`src/hw/rtl/mrf_pkg.sv`:
```
// Package for the Modbus RTU request framer: beat and command types,
// protocol constants and the CRC-16 byte update. No dependencies.
`timescale 1ns / 1ps
`default_nettype none

package mrf_pkg;

	localparam logic [7:0]  FUNC_READ_CODE  = 8'h03;
	localparam logic [7:0]  FUNC_WRITE_CODE = 8'h10;
	localparam logic [7:0]  READ_MAX_COUNT  = 8'd125;
	localparam logic [7:0]  WRITE_MAX_COUNT = 8'd123;
	localparam logic [15:0] CRC_INIT        = 16'hFFFF;
	localparam logic [15:0] CRC_POLY        = 16'hA001;
	localparam logic [7:0]  SLAVE_ADDR_RST  = 8'd1;
	localparam logic [3:0]  IDX_HEAD_START  = 4'd0;
	localparam logic [3:0]  IDX_WDATA_START = 4'd7;

	typedef struct packed {
		logic        func;
		logic [15:0] reg_offset;
		logic [7:0]  reg_count;
		logic [15:0] data_word;
	} in_item_t;

	typedef struct packed {
		logic [7:0] tx_byte;
		logic       frame_last;
		logic       rejected;
	} out_item_t;

	// Command kinds handed from the front to the back
	typedef enum logic [1:0] {
		KIND_REJECT = 2'd0,
		KIND_READ   = 2'd1,
		KIND_WHEAD  = 2'd2,
		KIND_WDATA  = 2'd3
	} kind_t;

	typedef struct packed {
		kind_t       kind;
		logic        crc_end;
		logic [7:0]  slave_addr;
		logic [15:0] reg_offset;
		logic [7:0]  reg_count;
		logic [15:0] data_word;
	} cmd_t;

	// What the byte sequencer puts on the wire in a given slot
	typedef enum logic [3:0] {
		SEL_ADDR = 4'd0,
		SEL_FUNC = 4'd1,
		SEL_OFFH = 4'd2,
		SEL_OFFL = 4'd3,
		SEL_ZERO = 4'd4,
		SEL_CNT  = 4'd5,
		SEL_BCNT = 4'd6,
		SEL_WH   = 4'd7,
		SEL_WL   = 4'd8,
		SEL_CRCL = 4'd9,
		SEL_CRCH = 4'd10,
		SEL_REJ  = 4'd11
	} sel_t;

	// Modbus CRC-16, one byte, reflected
	function automatic logic [15:0] crc_feed(input logic [15:0] crc, input logic [7:0] data);
		logic [15:0] c;
		c = crc ^ {8'h00, data};
		for (int b = 0; b < 8; b++) begin
			if (c[0]) begin
				c = (c >> 1) ^ CRC_POLY;
			end else begin
				c = c >> 1;
			end
		end
		return c;
	endfunction

endpackage

`default_nettype wire

```
`src/hw/rtl/mrf_front.sv`:
```
// Front of the request framer: takes input beats, checks the count,
// tracks the open write frame and builds commands. Depends on mrf_pkg.
`timescale 1ns / 1ps
`default_nettype none

module mrf_front (
	input  wire                logic clk,
	input  wire                logic arst_n,
	input  wire                logic cfg_we,
	input  wire                logic [7:0] cfg_wdata,
	input  wire                logic accept,
	input  mrf_pkg::in_item_t  item,
	output mrf_pkg::cmd_t      cmd
);
	import mrf_pkg::*;

	logic [7:0] slave_addr_q;
	logic       in_write_q;
	logic [6:0] words_left_q;
	logic [7:0] limit;
	logic       bad_count;
	logic [6:0] words_dec;

	assign limit     = item.func ? WRITE_MAX_COUNT : READ_MAX_COUNT;
	assign bad_count = (item.reg_count == 8'd0) || (item.reg_count > limit);
	assign words_dec = words_left_q - 7'd1;

	always_comb begin
		cmd.slave_addr = slave_addr_q;
		cmd.reg_offset = item.reg_offset;
		cmd.reg_count  = item.reg_count;
		cmd.data_word  = item.data_word;
		cmd.crc_end    = 1'b0;
		priority if (in_write_q) begin
			cmd.kind    = KIND_WDATA;
			cmd.crc_end = (words_dec == 7'd0);
		end else if (bad_count) begin
			cmd.kind = KIND_REJECT;
		end else if (!item.func) begin
			cmd.kind    = KIND_READ;
			cmd.crc_end = 1'b1;
		end else begin
			cmd.kind    = KIND_WHEAD;
			cmd.crc_end = (item.reg_count == 8'd1);
		end
	end

	always_ff @(posedge clk or negedge arst_n) begin
		if (!arst_n) begin
			slave_addr_q <= SLAVE_ADDR_RST;
		end else if (cfg_we) begin
			slave_addr_q <= cfg_wdata;
		end
	end

	always_ff @(posedge clk or negedge arst_n) begin
		if (!arst_n) begin
			in_write_q   <= 1'b0;
			words_left_q <= 7'd0;
		end else if (accept) begin
			if (cmd.kind == KIND_WDATA) begin
				words_left_q <= words_dec;
				in_write_q   <= !cmd.crc_end;
			end else if (cmd.kind == KIND_WHEAD && !cmd.crc_end) begin
				words_left_q <= item.reg_count[6:0] - 7'd1;
				in_write_q   <= 1'b1;
			end
		end
	end

endmodule

`default_nettype wire

```
`src/hw/rtl/mrf_cmd_queue.sv`:
```
// Short command queue between the framer front and back.
// Depends on mrf_pkg for the command type.
`timescale 1ns / 1ps
`default_nettype none

module mrf_cmd_queue #(
	parameter int DEPTH = 2
) (
	input  wire            logic clk,
	input  wire            logic arst_n,
	input  wire            logic push,
	input  mrf_pkg::cmd_t  push_cmd,
	output logic           full,
	input  wire            logic pop,
	output logic           not_empty,
	output mrf_pkg::cmd_t  head
);
	import mrf_pkg::*;

	localparam int PW = (DEPTH > 1) ? $clog2(DEPTH) : 1;
	localparam int CW = $clog2(DEPTH + 1);
	localparam logic [PW-1:0] LAST_PTR = PW'(DEPTH - 1);
	localparam logic [CW-1:0] FULL_CNT = CW'(DEPTH);

	cmd_t          mem_q [DEPTH];
	logic [PW-1:0] wr_ptr_q;
	logic [PW-1:0] rd_ptr_q;
	logic [CW-1:0] cnt_q;

	assign full      = (cnt_q == FULL_CNT);
	assign not_empty = (cnt_q != '0);
	assign head      = mem_q[rd_ptr_q];

	always_ff @(posedge clk) begin
		if (push) begin
			mem_q[wr_ptr_q] <= push_cmd;
		end
	end

	always_ff @(posedge clk or negedge arst_n) begin
		if (!arst_n) begin
			wr_ptr_q <= '0;
			rd_ptr_q <= '0;
			cnt_q    <= '0;
		end else begin
			if (push) begin
				wr_ptr_q <= (wr_ptr_q == LAST_PTR) ? '0 : wr_ptr_q + PW'(1);
			end
			if (pop) begin
				rd_ptr_q <= (rd_ptr_q == LAST_PTR) ? '0 : rd_ptr_q + PW'(1);
			end
			if (push && !pop) begin
				cnt_q <= cnt_q + CW'(1);
			end else if (pop && !push) begin
				cnt_q <= cnt_q - CW'(1);
			end
		end
	end

endmodule

`default_nettype wire

```
`src/hw/rtl/mrf_back.sv`:
```
// Back of the request framer: byte sequencer, running CRC-16 and the
// output beat register. Depends on mrf_pkg.
`timescale 1ns / 1ps
`default_nettype none

module mrf_back (
	input  wire               logic clk,
	input  wire               logic arst_n,
	input  wire               logic cmd_avail,
	input  mrf_pkg::cmd_t     cmd_head,
	output logic              cmd_pop,
	output logic              out_valid,
	input  wire               logic out_stall,
	output mrf_pkg::out_item_t out_data
);
	import mrf_pkg::*;

	cmd_t        cmd_q;
	logic        active_q;
	logic [3:0]  idx_q;
	logic [15:0] crc_q;
	logic        out_valid_q;
	out_item_t   out_q;

	sel_t        sel;
	logic [7:0]  byte_val;
	logic        out_room;
	logic        emit;
	logic        done;
	logic        is_crc_end;

	assign out_valid = out_valid_q;
	assign out_data  = out_q;

	always_comb begin
		if (cmd_q.kind == KIND_REJECT) begin
			sel = SEL_REJ;
		end else begin
			unique case (idx_q)
				4'd0:    sel = SEL_ADDR;
				4'd1:    sel = SEL_FUNC;
				4'd2:    sel = SEL_OFFH;
				4'd3:    sel = SEL_OFFL;
				4'd4:    sel = SEL_ZERO;
				4'd5:    sel = SEL_CNT;
				4'd6:    sel = (cmd_q.kind == KIND_READ) ? SEL_CRCL : SEL_BCNT;
				4'd7:    sel = (cmd_q.kind == KIND_READ) ? SEL_CRCH : SEL_WH;
				4'd8:    sel = SEL_WL;
				4'd9:    sel = SEL_CRCL;
				default: sel = SEL_CRCH;
			endcase
		end
	end

	always_comb begin
		unique case (sel)
			SEL_ADDR: byte_val = cmd_q.slave_addr;
			SEL_FUNC: byte_val = (cmd_q.kind == KIND_READ) ? FUNC_READ_CODE : FUNC_WRITE_CODE;
			SEL_OFFH: byte_val = cmd_q.reg_offset[15:8];
			SEL_OFFL: byte_val = cmd_q.reg_offset[7:0];
			SEL_CNT:  byte_val = cmd_q.reg_count;
			SEL_BCNT: byte_val = {cmd_q.reg_count[6:0], 1'b0};
			SEL_WH:   byte_val = cmd_q.data_word[15:8];
			SEL_WL:   byte_val = cmd_q.data_word[7:0];
			SEL_CRCL: byte_val = crc_q[7:0];
			SEL_CRCH: byte_val = crc_q[15:8];
			default:  byte_val = 8'h00;
		endcase
	end

	assign is_crc_end = (sel == SEL_CRCH) || (sel == SEL_REJ);
	assign out_room   = !out_valid_q || !out_stall;
	assign emit       = active_q && out_room;
	assign done       = emit && (is_crc_end || (sel == SEL_WL && !cmd_q.crc_end));
	assign cmd_pop    = cmd_avail && (!active_q || done);

	always_ff @(posedge clk or negedge arst_n) begin
		if (!arst_n) begin
			active_q <= 1'b0;
			idx_q    <= IDX_HEAD_START;
		end else if (cmd_pop) begin
			active_q <= 1'b1;
			idx_q    <= (cmd_head.kind == KIND_WDATA) ? IDX_WDATA_START : IDX_HEAD_START;
		end else if (done) begin
			active_q <= 1'b0;
		end else if (emit) begin
			idx_q <= idx_q + 4'd1;
		end
	end

	always_ff @(posedge clk) begin
		if (cmd_pop) begin
			cmd_q <= cmd_head;
		end
	end

	// Restart at the address byte; hold across the data words of a write
	always_ff @(posedge clk or negedge arst_n) begin
		if (!arst_n) begin
			crc_q <= CRC_INIT;
		end else if (emit) begin
			priority if (sel == SEL_ADDR) begin
				crc_q <= crc_feed(CRC_INIT, byte_val);
			end else if (sel == SEL_CRCH) begin
				crc_q <= CRC_INIT;
			end else if (sel != SEL_CRCL && sel != SEL_REJ) begin
				crc_q <= crc_feed(crc_q, byte_val);
			end
		end
	end

	always_ff @(posedge clk or negedge arst_n) begin
		if (!arst_n) begin
			out_valid_q <= 1'b0;
		end else if (out_room) begin
			out_valid_q <= emit;
		end
	end

	always_ff @(posedge clk) begin
		if (emit) begin
			out_q.tx_byte    <= byte_val;
			out_q.frame_last <= is_crc_end;
			out_q.rejected   <= (sel == SEL_REJ);
		end
	end

endmodule

`default_nettype wire

```
`src/hw/rtl/modbus_rtu_request_framer_unit.sv`:
```
// Top level of the Modbus RTU request framer: front, command queue, back.
// Depends on mrf_pkg, mrf_front, mrf_cmd_queue and mrf_back.
//
//   channel  | handshake           | payload
//   ---------+---------------------+-----------------------------------
//   in       | in_valid / in_stall | in_data   (func, offset, count, word)
//   out      | out_valid/out_stall | out_data  (tx_byte, last, rejected)
//   cfg      | cfg_we              | cfg_wdata (slave address)
//
// Each item gives one output beat per frame byte, one beat per cycle from
// the back's byte sequencer while out is not stalled: 1 (reject), 2 or 4 (write data
// word, with CRC on the last), 8 (read), 9 or 11 (write header) beats.
// The front takes a beat whenever the command queue has room, so items
// enter back to back while the back still streams earlier frames.
// Reset clears the queue, the open-frame state and the output register;
// the slave address returns to 1.
// A stall on out holds the output beat; the queue fills behind it and
// then in_stall rises.
`timescale 1ns / 1ps
`default_nettype none

module modbus_rtu_request_framer_unit #(
	parameter int QUEUE_DEPTH = 2
) (
	input  wire                 logic clk,
	input  wire                 logic arst_n,
	input  wire                 logic in_valid,
	output logic                in_stall,
	input  mrf_pkg::in_item_t   in_data,
	output logic                out_valid,
	input  wire                 logic out_stall,
	output mrf_pkg::out_item_t  out_data,
	input  wire                 logic cfg_we,
	input  wire                 logic [7:0] cfg_wdata
);
	import mrf_pkg::*;

	cmd_t front_cmd;
	cmd_t head_cmd;
	logic q_full;
	logic q_avail;
	logic q_pop;
	logic in_accept;

	// Accept a beat whenever the queue can take its command
	assign in_stall  = q_full;
	assign in_accept = in_valid && !q_full;

	mrf_front u_front (
		.clk       (clk),
		.arst_n    (arst_n),
		.cfg_we    (cfg_we),
		.cfg_wdata (cfg_wdata),
		.accept    (in_accept),
		.item      (in_data),
		.cmd       (front_cmd)
	);

	mrf_cmd_queue #(
		.DEPTH (QUEUE_DEPTH)
	) u_queue (
		.clk       (clk),
		.arst_n    (arst_n),
		.push      (in_accept),
		.push_cmd  (front_cmd),
		.full      (q_full),
		.pop       (q_pop),
		.not_empty (q_avail),
		.head      (head_cmd)
	);

	mrf_back u_back (
		.clk       (clk),
		.arst_n    (arst_n),
		.cmd_avail (q_avail),
		.cmd_head  (head_cmd),
		.cmd_pop   (q_pop),
		.out_valid (out_valid),
		.out_stall (out_stall),
		.out_data  (out_data)
	);

endmodule

`default_nettype wire

```
`config.mk`:
```
export PLATFORM = sky130hd
export DESIGN_NAME = modbus_rtu_request_framer_unit
export DESIGN_NICKNAME = d
export VERILOG_FILES = /design/src/hw/rtl/mrf_pkg.sv /design/src/hw/rtl/mrf_front.sv /design/src/hw/rtl/mrf_cmd_queue.sv /design/src/hw/rtl/mrf_back.sv /design/src/hw/rtl/modbus_rtu_request_framer_unit.sv
export SDC_FILE = /design/constraint.sdc
export NUM_CORES = 1
export LEC_CHECK = 0
export BUFFER_PORTS_ARGS = -buffer_cell sky130_fd_sc_hd__buf_2
export CAP_MARGIN = 20
export CORE_ASPECT_RATIO = 0.8
export CORE_MARGIN = 4
export CORE_UTILIZATION = 54
export CTS_CLUSTER_SIZE = 14
export DETAILED_ROUTE_END_ITERATION = 10
export PLACE_DENSITY_LB_ADDON = 0.08
export SLEW_MARGIN = 25
export SYNTH_ARGS = -nofsm -noshare
export SYNTH_HDL_FRONTEND = slang
export SYNTH_SLANG_ARGS = --single-unit
```
`constraint.sdc`:
```
create_clock -name clk -period 4 [get_ports clk]
set_input_delay 1.2 -clock clk [delete_from_list [all_inputs] [get_ports clk]]
set_output_delay 1.2 -clock clk [all_outputs]
set_load 0.05 [all_outputs]
```
== Word-level counts from Yosys, hierarchy flattened ==
Memory sizes are Yosys's and may differ from the RTL's.
Cells that the tools add are included.

* Register bits: 103
* Memory bits (writable): 102
* Input bits: 54
* Memories kept: 1

{| class="wikitable"
|+ Memory list
! memory !! words !! bits a word !! rd ports !! clocked after Yosys merged registers in !! wr ports !! RTL line !! RTL
|-
| u_queue.mem_q || 2 || 51 || 1 || 0 || 1 || mrf_cmd_queue.sv:25 || <nowiki>cmd_t mem_q [DEPTH];</nowiki>
|}

* Add/sub/neg operators: 7
* Order comparisons: 1
* Equal/unequal tests: 28
* Mux-type cells: 88
* Bitwise gates (word level): 18
* Reduce and logical (&&, ||, !) cells: 36

{| class="wikitable"
|+ Operators by type and width
! operator !! count
|-
| two-way mux 16 bit || 61
|-
| one-hot mux 8 bit (10 select lines) || 1
|-
| inverter 2 -> 3 bit || 16
|-
| one-hot mux 4 bit (10 select lines) || 1
|-
| equality test 4 x 3 -> 1 bit (second input constant) || 7
|-
| equality test 4 bit (second input constant) || 6
|-
| two-way mux 4 bit || 6
|-
| equality test 4 x 2 -> 1 bit (second input constant) || 4
|-
| inverter 8 -> 16 bit || 1
|-
| XOR 16 x 8 -> 16 bit || 1
|-
| two-way mux 7 bit || 2
|-
| subtractor 7 x 1 -> 7 bit (second input constant) || 2
|-
| two-way mux 3 bit || 4
|-
| nonzero test 2 bit || 5
|-
| logical AND 1 bit || 9
|-
| two-way mux 1 bit || 9
|-
| equality test 2 bit (second input constant) || 4
|-
| equality test 4 x 1 -> 1 bit (second input constant) || 2
|-
| equality test 8 x 1 -> 1 bit (second input constant) || 1
|-
| greater-than comparator 8 bit || 1
|-
| logical NOT 1 bit || 8
|-
| logical NOT 4 bit || 2
|-
| logical NOT 8 bit || 1
|-
| inequality test 4 bit (second input constant) || 2
|-
| other kinds (13) || 22
|}

== Longest topological paths before layout ==
* Word-level depth: 54
* Gate-level depth with buffers: 16
* Depth with buffers taken out: 14

== Hierarchy ==
From an unflattened synthesis, not the netlist that was laid out.

* Cell total of the unflattened synthesis: 723
* Area total of the unflattened synthesis: 9992.1 µm²

{| class="wikitable"
|+ Modules (own cells, without submodules)
! module !! times used !! cells each !! area an instance (µm²) !! seq. area each (µm²)
|-
| mrf_back || 1 || 386 || 4383.0 || 2402.3
|-
| mrf_cmd_queue || 1 || 175 || 4121.5 || 3163.0
|-
| mrf_front || 1 || 161 || 1473.9 || 401.6
|-
| modbus_rtu_request_framer_unit || 1 || 1 || 13.8 || 0.0
|}

== Least setup slack after synthesis ==
OpenSTA, ideal clock, no wires.

* Path type: input port to flip-flop
* From: input port in_valid
* To: memory u_queue.mem_q[0][0] (netlist name) (enable)
* Library setup time: 0.460 ns
* Arrival time: 3.486 ns
* Data required time: 3.540 ns
* Slack: 0.054 ns
* Cell stages on the path: 2
* Path buffers: 0
* Cells stage by stage: nand2_1 > nor2_1

* Word-level cells in the longest chain between the ends: 3

{| class="wikitable"
|+ RTL lines
! item !! RTL line !! RTL
|-
| start, declared || modbus_rtu_request_framer_unit.sv:27 || <nowiki>input wire logic in_valid,</nowiki>
|-
| logical AND 1 bit || modbus_rtu_request_framer_unit.sv:47 || <nowiki>assign in_accept = in_valid && !q_full;</nowiki>
|-
| two-way mux 1 bit || mrf_cmd_queue.sv:35 || <nowiki>if (push) begin</nowiki>
|-
| two-way mux 1 bit (implied by the code) || mrf_cmd_queue.sv:36 || <nowiki>mem_q[wr_ptr_q] <= push_cmd;</nowiki>
|-
| end, declared || mrf_cmd_queue.sv:25 ||
|}

No other way between the ends.

== Worst setup path in the final report ==
* From: register u_back.idx_q[0]
* To: register u_back.crc_q[0]

* Word-level cells in the longest chain between the ends: 46
* Elaborated cells on any way between the ends: 105
* Classes of those cells: eq/ne: 20; mux: 64; bitwise: 16; reduce/logical: 5

{| class="wikitable"
|+ RTL lines
! item !! RTL line !! RTL
|-
| start, declared || mrf_back.sv:20 || <nowiki>logic [3:0] idx_q;</nowiki>
|-
| start signal, assigned || mrf_back.sv:83 || <nowiki>idx_q <= (cmd_head.kind == KIND_WDATA) ? IDX_WDATA_START : IDX_HEAD_START;</nowiki>
|-
| start signal, assigned || mrf_back.sv:87 || <nowiki>idx_q <= idx_q + 4'd1;</nowiki>
|-
| equality test 4 bit (tied with other cells) || mrf_back.sv:39 || <nowiki>unique case (idx_q)</nowiki>
|-
| one-hot mux 4 bit (10 select lines) * || mrf_back.sv:39 ||
|-
| two-way mux 4 bit * || mrf_back.sv:36 || <nowiki>if (cmd_q.kind == KIND_REJECT) begin</nowiki>
|-
| equality test 4 bit (tied with other cells) || mrf_back.sv:56, mrf_back.sv:104 ||
|-
| one-hot mux 8 bit (10 select lines) || mrf_back.sv:56 || <nowiki>unique case (sel)</nowiki>
|-
| XOR 16 x 8 -> 16 bit || mrf_pkg.sv:67 || <nowiki>c = crc ^ {8'h00, data};</nowiki>
|-
| two-way mux 16 bit / inverter 2 -> 3 bit (equally long branches) || - ||
|-
| two-way mux 16 bit, on equally long branches || mrf_back.sv:106, mrf_pkg.sv:69 ||
|-
| (+30 left out) || - ||
|-
| two-way mux 16 bit || mrf_back.sv:106 || <nowiki>end else if (sel != SEL_CRCL && sel != SEL_REJ) begin</nowiki>
|-
| two-way mux 16 bit || mrf_back.sv:104 || <nowiki>end else if (sel == SEL_CRCH) begin</nowiki>
|-
| two-way mux 16 bit || mrf_back.sv:102 || <nowiki>priority if (sel == SEL_ADDR) begin</nowiki>
|-
| two-way mux 16 bit || mrf_back.sv:101 || <nowiki>end else if (emit) begin</nowiki>
|-
| two-way mux 16 bit || mrf_pkg.sv:69 || <nowiki>if (c[0]) begin</nowiki>
|-
| two-way mux 16 bit || mrf_back.sv:106 ||
|-
| two-way mux 16 bit || mrf_back.sv:104 ||
|-
| two-way mux 16 bit || mrf_back.sv:102 ||
|-
| end signal, assigned || mrf_back.sv:103 || <nowiki>crc_q <= crc_feed(CRC_INIT, byte_val);</nowiki>
|-
| end signal, assigned || mrf_back.sv:107 || <nowiki>crc_q <= crc_feed(crc_q, byte_val);</nowiki>
|-
| end, declared || mrf_back.sv:21 || <nowiki>logic [15:0] crc_q;</nowiki>
|}

Every way passes the cells marked *; elsewhere a longest branch is shown, timed or not. The select of a mux whose other input is x is not followed.
A chain may end at the register's enable or synchronous reset.

==> impl_metrics.csv <==
group,metric,value,unit
drt,dr.first_iter.drc_count,452,
finish,syn_to_final_growth,14.7,%
worst_setup_path,cp_data_arrival_time,4190,ps
global_route,global_route.usage.total,21.0,%
yosys,synth-compound-area-share,10.3,%
clock_tree,h_tree_levels,1,
worst_setup_path,r2r.worst_path.cells,14,
global_route,grt_max_degree,52,
drt,routed_wire_length_per_instance,20.6,um
yosys,synth.mux.area_fraction,8.87,%
timing,finalClockSkew,8.19,ps
worst_setup_path,critical_path.max_fanout,11,
die,i_o_pin_count,66,
drt,route.vias.total,5678,
timing,timing.final.setup_violations,0,
die,start_util,55.3,%
finish,layout.cells.most_common_list,"sky130_fd_sc_hd__edfxtp_1, sky130_fd_sc_hd__buf_2, sky130_fd_sc_hd__mux2_2",
finish,fill_cells,1256,
worst_setup_path,critical_path_required,4430,ps
worst_setup_path,path_class,"register to register",
timing,final_hold_viol_count,0,
yosys,synth_seq_cells,205,
clock_tree,cts_setup_buffers,0,
hold_path,timing.hold.worst_endpoint,"u_queue.mem_q[0][47]",
die,core_area,16700,sq um
run_status,status,"completed",
yosys,post_synth_num_cell_types,74,
clock_tree,cts_buffers,21,
run,cap_violations,0,
drt,drt_drc_violations_left,0,
clock_tree,cts_buffer_depth,3,
finish,most_common_library_cell_in_the_layout_ignoring_fill_and_taps,"sky130_fd_sc_hd__edfxtp_1",
yosys,ys_seq_area_share,64.8,%
worst_setup_path,regToRegEndpoint,"u_back.crc_q[0]",
place,dp_hpwl,14100,um
yosys,synth_area_per_cell,13.9,sq um
finish,antenna_cells,0,
global_route,grt_pass1_vias,5612,
timing,drv_slew,0,
drt,wl,20200,um
die,row_count,42,
clock_tree,clock_latency_on_the_worst_skew_pair,500,ps
finish,final_layout_size_suffix_gt1_share,31.8,%
yosys,simple_gate_share_of_the_synthesized_area,8.39,%
worst_setup_path,timing.critical_path.from_type,"register",
yosys,synth_nets,728,
timing,fin_setup_tns,0,ps
place,detailed_place.area,9840,sq um
yosys,synthesis.yosys.warnings,0,
finish,finish.instance_area,10600,sq um
timing,timing.final.crit_share,94.1,%
drt,ant_nets,0,
timing,period_minus_slack,3770,ps
yosys,synth_fa_ha_area_share,1.63,%
yosys,number_of_flops_mapped_to_enable_cells_by_yosys,163,
clock_tree,cts_tree,"built",
hold_path,whs_path_depth,0,
global_route,gr-usage-met1,33.2,%
finish,finish.net_count,812,
die,design.die.area,19200,sq um
global_route,global_route.usage.met2,30.7,%
drt,drt-pass1-iter-count,5,
clock_tree,cts_root_buffer,"sky130_fd_sc_hd__clkbuf_16",
global_route,grt_pass1_wl,32000,um
yosys,primary_ff_master_synth,"sky130_fd_sc_hd__edfxtp_1",
global_route,grt_util_met3,3.33,%
global_route,grt_antenna_before_repair,0,
hold_path,worstHoldPathType,"register to register",
worst_setup_path,crit-reg2reg-launch,"u_back.idx_q[0]",
timing,max_slew.worst_pin.slew,956,ps
global_route,global_route.peak_usage_layer,"met1",
yosys,fraction_of_synthesis_flops_using_an_asynchronous_set_or_reset_pin,20.5,%
die,fp.dieW,154,um
yosys,netlist_instances,662,
timing,fmax,266,MHz
worst_setup_path,worstSetupEndpointType,"register",
worst_setup_path,worst-r2r-setup-slack,230,ps
yosys,synthesis.area,9210,sq um
place,place.gp.congestion,0.942,
clock_tree,clk_pin_slew_worst_paths,60,ps
yosys,synth_xor_xnor_area_share,3.84,%
timing,timing.max_slew.rel_slack,36.0,%
drt,via_per_inst,5.79,
global_route,final_global_route_overflow_total,0,
die,die_h,125,um
place,port_buffers,65,
yosys,synth_top_family_by_area,"compound AO/OA/AOI/OAI gates",
clock_tree,tritoncts_sink_count,205,
hold_path,hold_path.startpoint,"u_front.slave_addr_q[7]",
-- stage by stage --
step / utilization, % / hold WS (ps) / setup slack [ps] / std cells
CTS: 63.1 / 469 / 110 / 979
floorplan: - / 437 / 53.8 / 662
finish: 63.4 / 466 / 234 / 980
global route: 63.4 / 489 / -31.5 / 980
detailed placement: 59.1 / 455 / 121 / 942
global placement: 59.1 / 446 / 154 / 942
-- cell usage after synthesis, types with 3 or more instances --
master | count | area, sq um
sky130_fd_sc_hd__a22o_1 | 5 | 43.8
sky130_fd_sc_hd__o21ai_1 | 5 | 25.0
sky130_fd_sc_hd__a21oi_1 | 31 | 155
sky130_fd_sc_hd__xor2_1 | 15 | 131
sky130_fd_sc_hd__nor4_1 | 3 | 18.8
sky130_fd_sc_hd__o22ai_1 | 3 | 18.8
sky130_fd_sc_hd__nor2_1 | 39 | 146
sky130_fd_sc_hd__nor3_1 | 10 | 50.1
sky130_fd_sc_hd__xnor2_1 | 19 | 166
sky130_fd_sc_hd__mux2i_1 | 9 | 90.1
sky130_fd_sc_hd__dfstp_2 | 17 | 447
sky130_fd_sc_hd__buf_2 | 6 | 30.0
sky130_fd_sc_hd__inv_1 | 13 | 48.8
sky130_fd_sc_hd__dfrtp_1 | 25 | 626
sky130_fd_sc_hd__nand2_1 | 57 | 214
sky130_fd_sc_hd__a22oi_1 | 5 | 37.5
sky130_fd_sc_hd__edfxtp_1 | 163 | 4890
sky130_fd_sc_hd__nand3_1 | 18 | 90.1
sky130_fd_sc_hd__o221a_2 | 3 | 33.8
sky130_fd_sc_hd__mux2_2 | 62 | 698
sky130_fd_sc_hd__ha_1 | 12 | 150
sky130_fd_sc_hd__a31oi_1 | 7 | 43.8
sky130_fd_sc_hd__clkbuf_1 | 14 | 52.6
sky130_fd_sc_hd__a21o_1 | 4 | 30.0
sky130_fd_sc_hd__nand2b_1 | 3 | 18.8
sky130_fd_sc_hd__buf_6 | 6 | 67.6
sky130_fd_sc_hd__o21ai_0 | 39 | 195
sky130_fd_sc_hd__nand4_1 | 5 | 31.3
sky130_fd_sc_hd__and3_1 | 5 | 31.3
-- state kept, by name, indices dropped and copies added (netlist names) --
register,count
u_queue.mem_q,102
u_back.cmd_q,51
u_back.crc_q,16
u_back.out_data,10
u_front.slave_addr_q,8
u_front.words_left_q,7
u_back.idx_q,4
u_queue.cnt_q,2
u_back.active_q,1
u_back.out_valid,1
u_front.in_write_q,1
u_queue.rd_ptr_q,1
u_queue.wr_ptr_q,1
-- timing repair --
action                     CTS  global route
setup endpoints to repair    0             2
resized for setup            0            10
hold buffers                 0             0
-- how the worst max path moves through the flow --
stage | from | to | slack [ps]
finish | u_back.idx_q[0] | u_back.crc_q[0] | 230
global placement | u_back.idx_q[0] | u_back.crc_q[0] | 150
detailed placement | u_back.idx_q[1] | u_back.crc_q[0] | 120
global route | u_back.idx_q[0] | u_back.crc_q[0] | -30
CTS | u_back.idx_q[1] | u_back.crc_q[0] | 110
floorplan | in_valid | u_queue.mem_q[0][0] | 50
-- worst max-delay path, stage by stage (launching register included) --
cell and delay [ps]:
sky130_fd_sc_hd__dfrtp_1 420, sky130_fd_sc_hd__inv_1 120, sky130_fd_sc_hd__ha_2 300, sky130_fd_sc_hd__o21ai_2 100, sky130_fd_sc_hd__a211o_2 480, sky130_fd_sc_hd__mux2_4 350
sky130_fd_sc_hd__a32o_1 200, sky130_fd_sc_hd__o21ai_1 200, sky130_fd_sc_hd__or2_2 160, sky130_fd_sc_hd__a21oi_1 40, sky130_fd_sc_hd__a311o_1 340, sky130_fd_sc_hd__xnor3_2 470
sky130_fd_sc_hd__xor2_2 220, sky130_fd_sc_hd__nand4_1 120, sky130_fd_sc_hd__o221a_2 180
-- cell families after synthesis --
kind of cell	count (synthesis)
DFF	205
xor gates and xnor gates	37
muxes	73
buffers and inverters	40
and+or+nand+nor	158
adders and majority gates	12
AOI/OAI and AO/OA	137
-- layout make-up --
cell class | count | area (sq um) | area share (%)
Multi-Input combinational cell | 418 | 3100 | 29.3
Inverter | 13 | 48.8 | 0.462
Timing Repair Buffer | 87 | 505 | 4.78
Clock inverter | 12 | 120 | 1.14
Tap cell | 220 | 275 | 2.60
Clock buffer | 25 | 551 | 5.21
Sequential cell | 205 | 5970 | 56.5
-- layer usage --
| layer | share of wire, % | vias up | wire length [um] |
|---|---|---|---|
| li1 | - | 2668 | - |
| met5 | 0 | - | 0 |
| met2 | 44 | 164 | 8900 |
| met4 | 2.2 | 0 | 438 |
| met3 | 5.4 | 28 | 1080 |
| met1 | 48 | 2818 | 9750 |
Power is not shown: default switching activity piles up to over one toggle a cycle in this logic, so the estimate is an artifact.
